===== src/pts_pkg.sv =====
`timescale 1ns / 1ps
// ----------------------------------------------------------------------------
// pts_pkg
// shared types, codes and defaults of the priority task scheduler
// ----------------------------------------------------------------------------
package pts_pkg;

  localparam int NUM_PRIORITIES_DEF = 4;
  localparam int LIST_DEPTH_DEF     = 8;

  localparam int ID_W   = 8;
  localparam int PRIO_W = 2;
  localparam int FUNC_W = 2;
  localparam int PRIO_N = 2 ** PRIO_W;

  // operation codes
  localparam logic [FUNC_W-1:0] FUNC_ADD     = 2'd0;
  localparam logic [FUNC_W-1:0] FUNC_SELECT  = 2'd1;
  localparam logic [FUNC_W-1:0] FUNC_RESCHED = 2'd2;
  localparam logic [FUNC_W-1:0] FUNC_EXIT    = 2'd3;

  typedef struct packed {
    logic [FUNC_W-1:0] func;
    logic [ID_W-1:0]   task_id;
    logic [PRIO_W-1:0] priority_req;
  } in_word_t;

  typedef struct packed {
    logic [ID_W-1:0] current_id;
    logic            current_valid;
    logic            status;
  } out_word_t;

  // one list entry held by a cell
  typedef struct packed {
    logic              valid;
    logic [PRIO_W-1:0] prio;
    logic [ID_W-1:0]   id;
  } ent_t;

  // add command broadcast to every cell
  typedef struct packed {
    logic              en;
    logic [PRIO_W-1:0] prio;
    logic [ID_W-1:0]   id;
  } add_t;

  // search token walking down the chain
  typedef struct packed {
    logic              act;
    logic              is_exit;
    logic              use_skip;
    logic [ID_W-1:0]   skip;
    logic              removed;
    logic [PRIO_W-1:0] rm_prio;
    logic              found;
    logic [ID_W-1:0]   fid;
  } pkt_t;

endpackage


===== src/pts_cell.sv =====
`timescale 1ns / 1ps
// ----------------------------------------------------------------------------
// pts_cell
// one slot of the ordered run list, with its stage of the search token
// ----------------------------------------------------------------------------
module pts_cell (
  input  logic          clk,
  input  logic          rst,
  input  pts_pkg::add_t add,
  input  pts_pkg::ent_t left_ent,
  input  logic          left_ge,
  input  pts_pkg::ent_t right_ent,
  input  pts_pkg::pkt_t pkt_in,
  output pts_pkg::ent_t ent,
  output logic          ge,
  output pts_pkg::pkt_t pkt_out
);

  pts_pkg::ent_t ent_next;
  pts_pkg::pkt_t pkt;
  logic          skip_eq;
  logic          cand;

  // empty slot or lower priority than the new entry: it moves back
  assign ge = !(ent.valid && (ent.prio <= add.prio));

  assign skip_eq = ent.valid && pkt.use_skip && (ent.id == pkt.skip);
  assign cand    = ent.valid && !(pkt.use_skip && (ent.id == pkt.skip));

  always_comb begin
    ent_next = ent;
    pkt_out  = pkt;
    if (add.en) begin
      if (ge && !left_ge) begin
        ent_next.valid = 1'b1;
        ent_next.prio  = add.prio;
        ent_next.id    = add.id;
      end else if (ge && left_ge) begin
        ent_next = left_ent;
      end
    end
    if (pkt.act) begin
      // removal: this slot and all behind it close up by one
      if (pkt.is_exit && (pkt.removed || skip_eq)) begin
        ent_next = right_ent;
        if (!pkt.removed) begin
          pkt_out.removed = 1'b1;
          pkt_out.rm_prio = ent.prio;
        end
      end
      if (!pkt.found && cand) begin
        pkt_out.found = 1'b1;
        pkt_out.fid   = ent.id;
      end
    end
  end

  always_ff @(posedge clk) begin
    if (rst) begin
      ent.valid <= 1'b0;
      pkt.act   <= 1'b0;
    end else begin
      ent <= ent_next;
      pkt <= pkt_in;
    end
  end

endmodule


===== src/priority_task_scheduler.sv =====
`timescale 1ns / 1ps
// ----------------------------------------------------------------------------
// priority_task_scheduler
// fixed-priority run lists with a current task, built as a chain of cells
// ----------------------------------------------------------------------------
// All run lists live in one chain of NUM_PRIORITIES*LIST_DEPTH cells, kept in
// service order: priority 0 first, each priority in arrival order. An add, a
// select, or an exit with no current task registers its result word on
// acceptance and moves it into the output register once that is free; the
// block is then ready for the next word. A reschedule, and an exit while a
// task is current, send a search token down the chain one cell per clock,
// and such a word moves on toward the output register once the token has
// left the last cell. The block takes one operation at a time, and takes the
// next one while the previous result word still waits in the output register;
// a word that finds the output register still full waits for it.
// ----------------------------------------------------------------------------
module priority_task_scheduler #(
  parameter int NUM_PRIORITIES = pts_pkg::NUM_PRIORITIES_DEF,
  parameter int LIST_DEPTH     = pts_pkg::LIST_DEPTH_DEF
) (
  input  logic              clk,
  input  logic              rst,
  input  logic              in_valid,
  output logic              in_ready,
  input  pts_pkg::in_word_t in_data,
  output logic              out_valid,
  input  logic              out_ready,
  output pts_pkg::out_word_t out_data
);

  localparam int NUM_CELLS = NUM_PRIORITIES * LIST_DEPTH;
  localparam int CNT_W     = $clog2(LIST_DEPTH + 1);
  localparam int TOT_W     = $clog2(NUM_CELLS + 1);

  // controller states
  localparam logic [1:0] S_IDLE = 2'd0;
  localparam logic [1:0] S_SCAN = 2'd1;
  localparam logic [1:0] S_HOLD = 2'd2;

  logic [1:0]                 state;
  logic [pts_pkg::ID_W-1:0]   cur_id;
  logic                       cur_present;
  logic [CNT_W-1:0]           counts [pts_pkg::PRIO_N];
  logic [TOT_W-1:0]           total;
  pts_pkg::out_word_t         res;

  logic                       acc;
  logic                       add_ok;
  logic                       load_out;
  pts_pkg::add_t              add;
  pts_pkg::pkt_t              tok_head;
  pts_pkg::pkt_t              pkts [NUM_CELLS+1];
  pts_pkg::pkt_t              tail;
  pts_pkg::ent_t              ents [NUM_CELLS];
  logic                       ges  [NUM_CELLS];
  logic [pts_pkg::ID_W-1:0]   scan_id;
  logic                       scan_present;
  pts_pkg::out_word_t         idle_res;
  logic [1:0]                 idle_state;

  // an operation is taken only when no other is in flight
  assign in_ready = (state == S_IDLE);
  assign acc      = in_valid && in_ready;

  // the waiting word moves into the output register once that is free
  assign load_out = (state == S_HOLD) && (!out_valid || out_ready);

  // add is refused for an unserved priority or a full list
  assign add_ok = (32'(in_data.priority_req) < NUM_PRIORITIES) &&
                  (counts[in_data.priority_req] < CNT_W'(LIST_DEPTH));

  assign add.en   = acc && (in_data.func == pts_pkg::FUNC_ADD) && add_ok;
  assign add.prio = in_data.priority_req;
  assign add.id   = in_data.task_id;

  // search token: reschedule skips the current task when there is one,
  // exit, sent only while a task is current, skips it and removes its entry
  always_comb begin
    tok_head          = '0;
    tok_head.act      = acc && ((in_data.func == pts_pkg::FUNC_RESCHED) ||
                                ((in_data.func == pts_pkg::FUNC_EXIT) && cur_present));
    tok_head.is_exit  = (in_data.func == pts_pkg::FUNC_EXIT);
    tok_head.use_skip = (in_data.func == pts_pkg::FUNC_EXIT) || cur_present;
    tok_head.skip     = cur_id;
  end

  assign pkts[0] = tok_head;

  // result word and next state of an operation taken while idle
  always_comb begin
    idle_res.current_id    = cur_present ? cur_id : '0;
    idle_res.current_valid = cur_present;
    idle_res.status        = 1'b0;
    idle_state             = S_HOLD;
    unique case (in_data.func)
      pts_pkg::FUNC_ADD: begin
        idle_res.status = !add_ok;
      end
      pts_pkg::FUNC_SELECT: begin
        idle_res.current_id    = in_data.task_id;
        idle_res.current_valid = 1'b1;
      end
      pts_pkg::FUNC_RESCHED: begin
        idle_state = S_SCAN;
      end
      pts_pkg::FUNC_EXIT: begin
        if (cur_present) begin
          idle_state = S_SCAN;
        end
      end
      default: begin
        idle_state = S_HOLD;
      end
    endcase
  end

  // the cell chain
  for (genvar i = 0; i < NUM_CELLS; i++) begin : g_cell
    pts_pkg::ent_t left_e;
    pts_pkg::ent_t right_e;
    logic          left_g;

    if (i == 0) begin : g_head
      assign left_e = '0;
      assign left_g = 1'b0;
    end else begin : g_body
      assign left_e = ents[i-1];
      assign left_g = ges[i-1];
    end

    if (i == NUM_CELLS - 1) begin : g_tail
      assign right_e = '0;
    end else begin : g_inner
      assign right_e = ents[i+1];
    end

    pts_cell u_cell (
      .clk       (clk),
      .rst       (rst),
      .add       (add),
      .left_ent  (left_e),
      .left_ge   (left_g),
      .right_ent (right_e),
      .pkt_in    (pkts[i]),
      .ent       (ents[i]),
      .ge        (ges[i]),
      .pkt_out   (pkts[i+1])
    );
  end

  assign tail = pkts[NUM_CELLS];

  // outcome of a finished search
  always_comb begin
    scan_id      = cur_id;
    scan_present = cur_present;
    if (!tail.is_exit) begin
      if (tail.found) begin
        scan_id      = tail.fid;
        scan_present = 1'b1;
      end
    end else if (tail.removed) begin
      if (tail.found) begin
        scan_id = tail.fid;
      end else if (total == TOT_W'(1)) begin
        // the exited task was the last entry: nothing left to run
        scan_id      = '0;
        scan_present = 1'b0;
      end
    end
  end

  always_ff @(posedge clk) begin
    if (rst) begin
      state       <= S_IDLE;
      cur_id      <= '0;
      cur_present <= 1'b0;
      total       <= '0;
      out_valid   <= 1'b0;
      for (int p = 0; p < pts_pkg::PRIO_N; p++) begin
        counts[p] <= '0;
      end
    end else begin
      if (load_out) begin
        out_valid <= 1'b1;
      end else if (out_valid && out_ready) begin
        out_valid <= 1'b0;
      end
      unique case (state)
        S_IDLE: begin
          if (acc) begin
            res   <= idle_res;
            state <= idle_state;
            if (in_data.func == pts_pkg::FUNC_SELECT) begin
              cur_id      <= in_data.task_id;
              cur_present <= 1'b1;
            end
            if (add.en) begin
              counts[in_data.priority_req] <= counts[in_data.priority_req] + CNT_W'(1);
              total <= total + TOT_W'(1);
            end
          end
        end
        S_SCAN: begin
          if (tail.act) begin
            cur_id            <= scan_id;
            cur_present       <= scan_present;
            res.current_id    <= scan_present ? scan_id : '0;
            res.current_valid <= scan_present;
            res.status        <= 1'b0;
            if (tail.is_exit && tail.removed) begin
              counts[tail.rm_prio] <= counts[tail.rm_prio] - CNT_W'(1);
              total                <= total - TOT_W'(1);
            end
            state <= S_HOLD;
          end
        end
        S_HOLD: begin
          // hand the word over once the output register is free
          if (load_out) begin
            out_data <= res;
            state    <= S_IDLE;
          end
        end
        default: begin
          state <= S_IDLE;
        end
      endcase
    end
  end

  // the token only leaves the chain while a search is running
  a_tail_in_scan: assert property (@(posedge clk) disable iff (rst)
    tail.act |-> (state == S_SCAN))
    else $error("search token left the chain outside a search");

  // a search started at acceptance keeps the block busy
  a_scan_start: assert property (@(posedge clk) disable iff (rst)
    pkts[0].act |=> (state == S_SCAN))
    else $error("search started without entering the scan state");

  // without a current task the held id is zero
  a_idle_id: assert property (@(posedge clk) disable iff (rst)
    !cur_present |-> (cur_id == '0))
    else $error("current id not cleared while no task is current");

  // the chain never holds more entries than it has cells
  a_total_cap: assert property (@(posedge clk) disable iff (rst)
    32'(total) <= NUM_CELLS)
    else $error("entry count exceeds chain length");

endmodule

===== config.mk =====
export PLATFORM = sky130hd
export DESIGN_NAME = priority_task_scheduler
export DESIGN_NICKNAME = d
export VERILOG_FILES = /design/src/pts_pkg.sv /design/src/pts_cell.sv /design/src/priority_task_scheduler.sv
export SDC_FILE = /design/constraint.sdc
export NUM_CORES = 2
export LEC_CHECK = 0
export BUFFER_PORTS_ARGS = -buffer_cell sky130_fd_sc_hd__buf_2
export CORE_ASPECT_RATIO = 0.5
export CORE_MARGIN = 4
export CORE_UTILIZATION = 55
export DETAILED_ROUTE_END_ITERATION = 7
export GPL_ROUTABILITY_DRIVEN = 0
export GPL_TIMING_DRIVEN = 1
export PLACE_DENSITY = 0.71
export RECOVER_POWER = 25
export SYNTH_ARGS = -nofsm -noshare
export SYNTH_HDL_FRONTEND = slang
export SYNTH_SLANG_ARGS = --single-unit
export TNS_END_PERCENT = 30

===== constraint.sdc =====
create_clock -name clk -period 108.9 [get_ports clk]
set_clock_uncertainty 0.05 [all_clocks]
set_input_delay 16.335 -clock clk [delete_from_list [all_inputs] [get_ports clk]]
set_output_delay 16.335 -clock clk [all_outputs]
set_load 0.05 [all_outputs]

==> results by group <==
Cells and area
  • Share of layout cells above drive strength 1: 11.4%
  • Fillers: 7,694
  • Commonest non-fill, non-tap cell in the layout: edfxtp_1
  • Synth-to-Final Area Change: 8.33%
  • Antenna cell count: 0
  • Most frequent cells in the layout: edfxtp_1, nand2_1, o21ai_0, mux2i_1, mux2_2
  • Final nets: 4,587

CTS
  • Post-CTS Setup Inserts: 0
  • Clock network latency to the later pin of the worst-skew pair: 0.70 ns
  • CTS Sinks: 1,130
  • CTS tree: done
  • Longest Clk Path Bufs: 3
  • CTS Hold Buffers Added: 0
  • Num CTS Buffers: 100
  • CTS Root Cell: clkbuf_16
  • Clk slew on worst S/H paths: 0.07 ns
  • Max H-tree Level: 3
  • Post_cts resized: 0

Timing
  • Worst slew pin tran: 1.32 ns
  • Final Worst Setup Slack: 89.50 ns
  • Period minus WS final: 19.40 ns
  • Final TNS setup: 0 ns
  • Final Max Slew Viols: 0
  • Final Hold Viols: 0
  • Final period util: 17.8%
  • Slew margin rel.: 11.5%
  • # setup viols final: 0
  • Fmax: 51.6 MHz
  • RSZ-0062 raised after global routing: no

Worst setup path
  • Setup CP Type: input port to register
  • R2R setup slack: 105.09 ns
  • R2r startpoint: counts[3][3]
  • Max FO, Critical Path: 38
  • Crit path top cell by count: buf_4
  • Critical Path RT: 109.25 ns
  • Crit path to: g_cell[0].u_cell.ent[4]
  • R2R depth: 6
  • WP data arrival: 19.74 ns
  • CP cell instances: buf_4 -> mux4_2 -> or4_2 -> buf_4 -> a21oi_1 -> mux2i_1 -> o21ai_0
  • Max incr delay on CP: 1.03 ns
  • Worst setup SP type: input port
  • Slowest CP cell: a21oi_1
  • Setup crit start: in_data[0]
  • Reg2reg end: g_cell[0].u_cell.ent[4]
  • Crit path capture type: register

Die
  • Starting density of the core: 55.6%
  • Num rows: 81
  • Core area: 98,000 sq um
  • Die height: 231 um
  • Die ar.: 105,000 sq um
  • Die Wd: 453 um
  • Io pins: 28

Routing
  • 1st-iter DRT viols: 3,554
  • Final antenna-violating net count: 0
  • Drt pass-1 iters: 5
  • Avg WL per Cell: 21.2 um
  • Total number of vias: 34.5k
  • DR vias/cell: 5.83
  • DR DRC count: 0
  • WL final: 126,000 um

Yosys
  • Top_reg_cell synth: edfxtp_1
  • Largest area contributor in the netlist: edfxtp_1
  • Syn Nets: 4,634
  • Post-Syn Instances: 4,549
  • Post-synth EDFFs: 1,048
  • Sequential area share after synthesis: 60.8%
  • Avg Cell Area, Syn: 12.0 sq um
  • Synth top area share: 57.7%
  • Flops & latches, synth: 1,130
  • Area contributors post-synth: edfxtp_1, mux2_2, o21ai_0
  • Yosys cell types: 59
  • Synthesis warning total: 0
  • Cell area after synthesis: 54,500 sq um
  • Async S/R FF share, synth: 0%

GRT
  • First-pass GRT wire length: 197,000 um
  • Congestion Overflow GR: 0
  • Pin count of the biggest net entering global routing: 190
  • Vias in the first global route: 33.4k
  • GRT Total Usage: 23.9%
  • Antenna violations before repair: 0

Placement
  • DP Worst Slack: 88.89 ns
  • Final HPWL DP: 82,100 um
  • PortBufs: 27

Power and ir drop
  • Leakage: 20.9 nW
  • Power Density: 16.4 nW/um^2
  • Peak VDD IR: 0.0124 mV
  • Total power: 0.000967 W

Job
  • MaxCap Viol Count: 0

Outcome
  • Status: finished clean

Hold path
  • Worst min path class: register to register
==> logic make-up (layout without fill, tap and decap cells) <==
family / count (synthesis) / count (layout) / synth area share [%]
buffers and inverters: 280 / 317 / 2.05
adder cells (fa/ha/maj): 69 / 69 / 1.58
AO/OA/AOI/OAI: 932 / 932 / 9.23
multiplexers: 599 / 599 / 11.8
XOR/XNOR: 261 / 261 / 4.19
AND/OR/NAND/NOR: 1278 / 1278 / 10.4
flip-flops: 1130 / 1130 / 60.8
==> flip-flops by register name, summed over array words and instances, names as in the netlist <==
signal / cells
g_cell.u_cell.pkt: 372
g_cell.u_cell.pkt_out: 352
out_valid: 1
res: 10
cur_present: 1
state: 2
g_cell.u_cell.ent: 352
counts: 16
cur_id: 8
out_data: 10
total: 6
==> layer usage <==
layer | routed length, um | track usage [%] | part of all wire (%) | vias up
met5 | 0 | 0 | 0 | -
met4 | 3560 | 7.22 | 2.8 | 0
met3 | 8200 | 3.48 | 6.5 | 198
met2 | 56000 | 36.6 | 45 | 1179
met1 | 57900 | 35.5 | 46 | 16568
li1 | - | - | - | 16534
==> synth_stat cells (5+ instances only) <==
cell,n
edfxtp_1,1048
nand2_1,779
o21ai_0,667
mux2_2,300
mux2i_1,294
xnor2_1,236
clkbuf_1,168
nor2_1,142
a21oi_1,125
dfxtp_1,82
nor3_1,72
ha_1,69
nor2b_1,65
buf_2,51
inv_1,51
nand3b_1,41
nand4_1,35
or2_2,34
o211ai_1,32
nand3_1,28
nand2b_1,27
xor2_1,25
a211oi_1,18
o21bai_1,17
a22oi_1,16
o21ai_1,16
and2_1,15
a211o_1,14
and3_1,13
buf_1,9
nor4_1,9
o221ai_1,5
==> power breakdown <==
| group | switching, W | internal (W) | leakage (nW) | total [W] |
|---|---|---|---|---|
| clock | 0.000163 | 0.000201 | 1.60 | 0.000364 |
| sequential | 0.0000270 | 0.000506 | 10.9 | 0.000533 |
| combinational | 0.0000410 | 0.0000297 | 8.42 | 0.0000707 |
==> worst max-delay path, delay by kind of cell <==
kind	cells	cell delay [ns]
compound gates	2	1.17
mux	2	0.92
simple gates	1	0.62
buf+inv	2	0.67
==> stage by stage <==
stage | hold WS (ns) | utilization [%] | area [sq um] | std cells
after global routing | 0.377 | 60.2 | 59000 | 5914
after CTS | 0.374 | 60.3 | 59100 | 5912
after detailed placement | 0.357 | 56.9 | 55800 | 5726
final | 0.373 | 60.2 | 59000 | 5914
after floorplan | 0.350 | - | 54500 | 4549
after global placement | 0.355 | 56.9 | 55800 | 5726
==> layout make-up <==
class | instances | area (sq um) | share of cell area (%)
clock buffer | 123 | 2660 | 4.51
clock inverter | 63 | 637 | 1.08
inverter | 51 | 200 | 0.339
multi-input combinational | 3139 | 20300 | 34.4
sequential | 1130 | 33100 | 56.1
tap | 1328 | 1660 | 2.81
timing repair buffer | 80 | 484 | 0.820
==> how the worst min path moves through the flow <==
stage,depth (start not counted),startpoint,slack (ns),endpoint
floorplan,0,res[0],0.35,out_data[0]
global placement,0,res[3],0.35,out_data[3]
detailed placement,0,res[7],0.36,out_data[7]
CTS,0,res[3],0.37,out_data[3]
global route,0,res[9],0.38,out_data[9]
finish,0,res[6],0.37,out_data[6]
(Power assumes the default switching activity.)
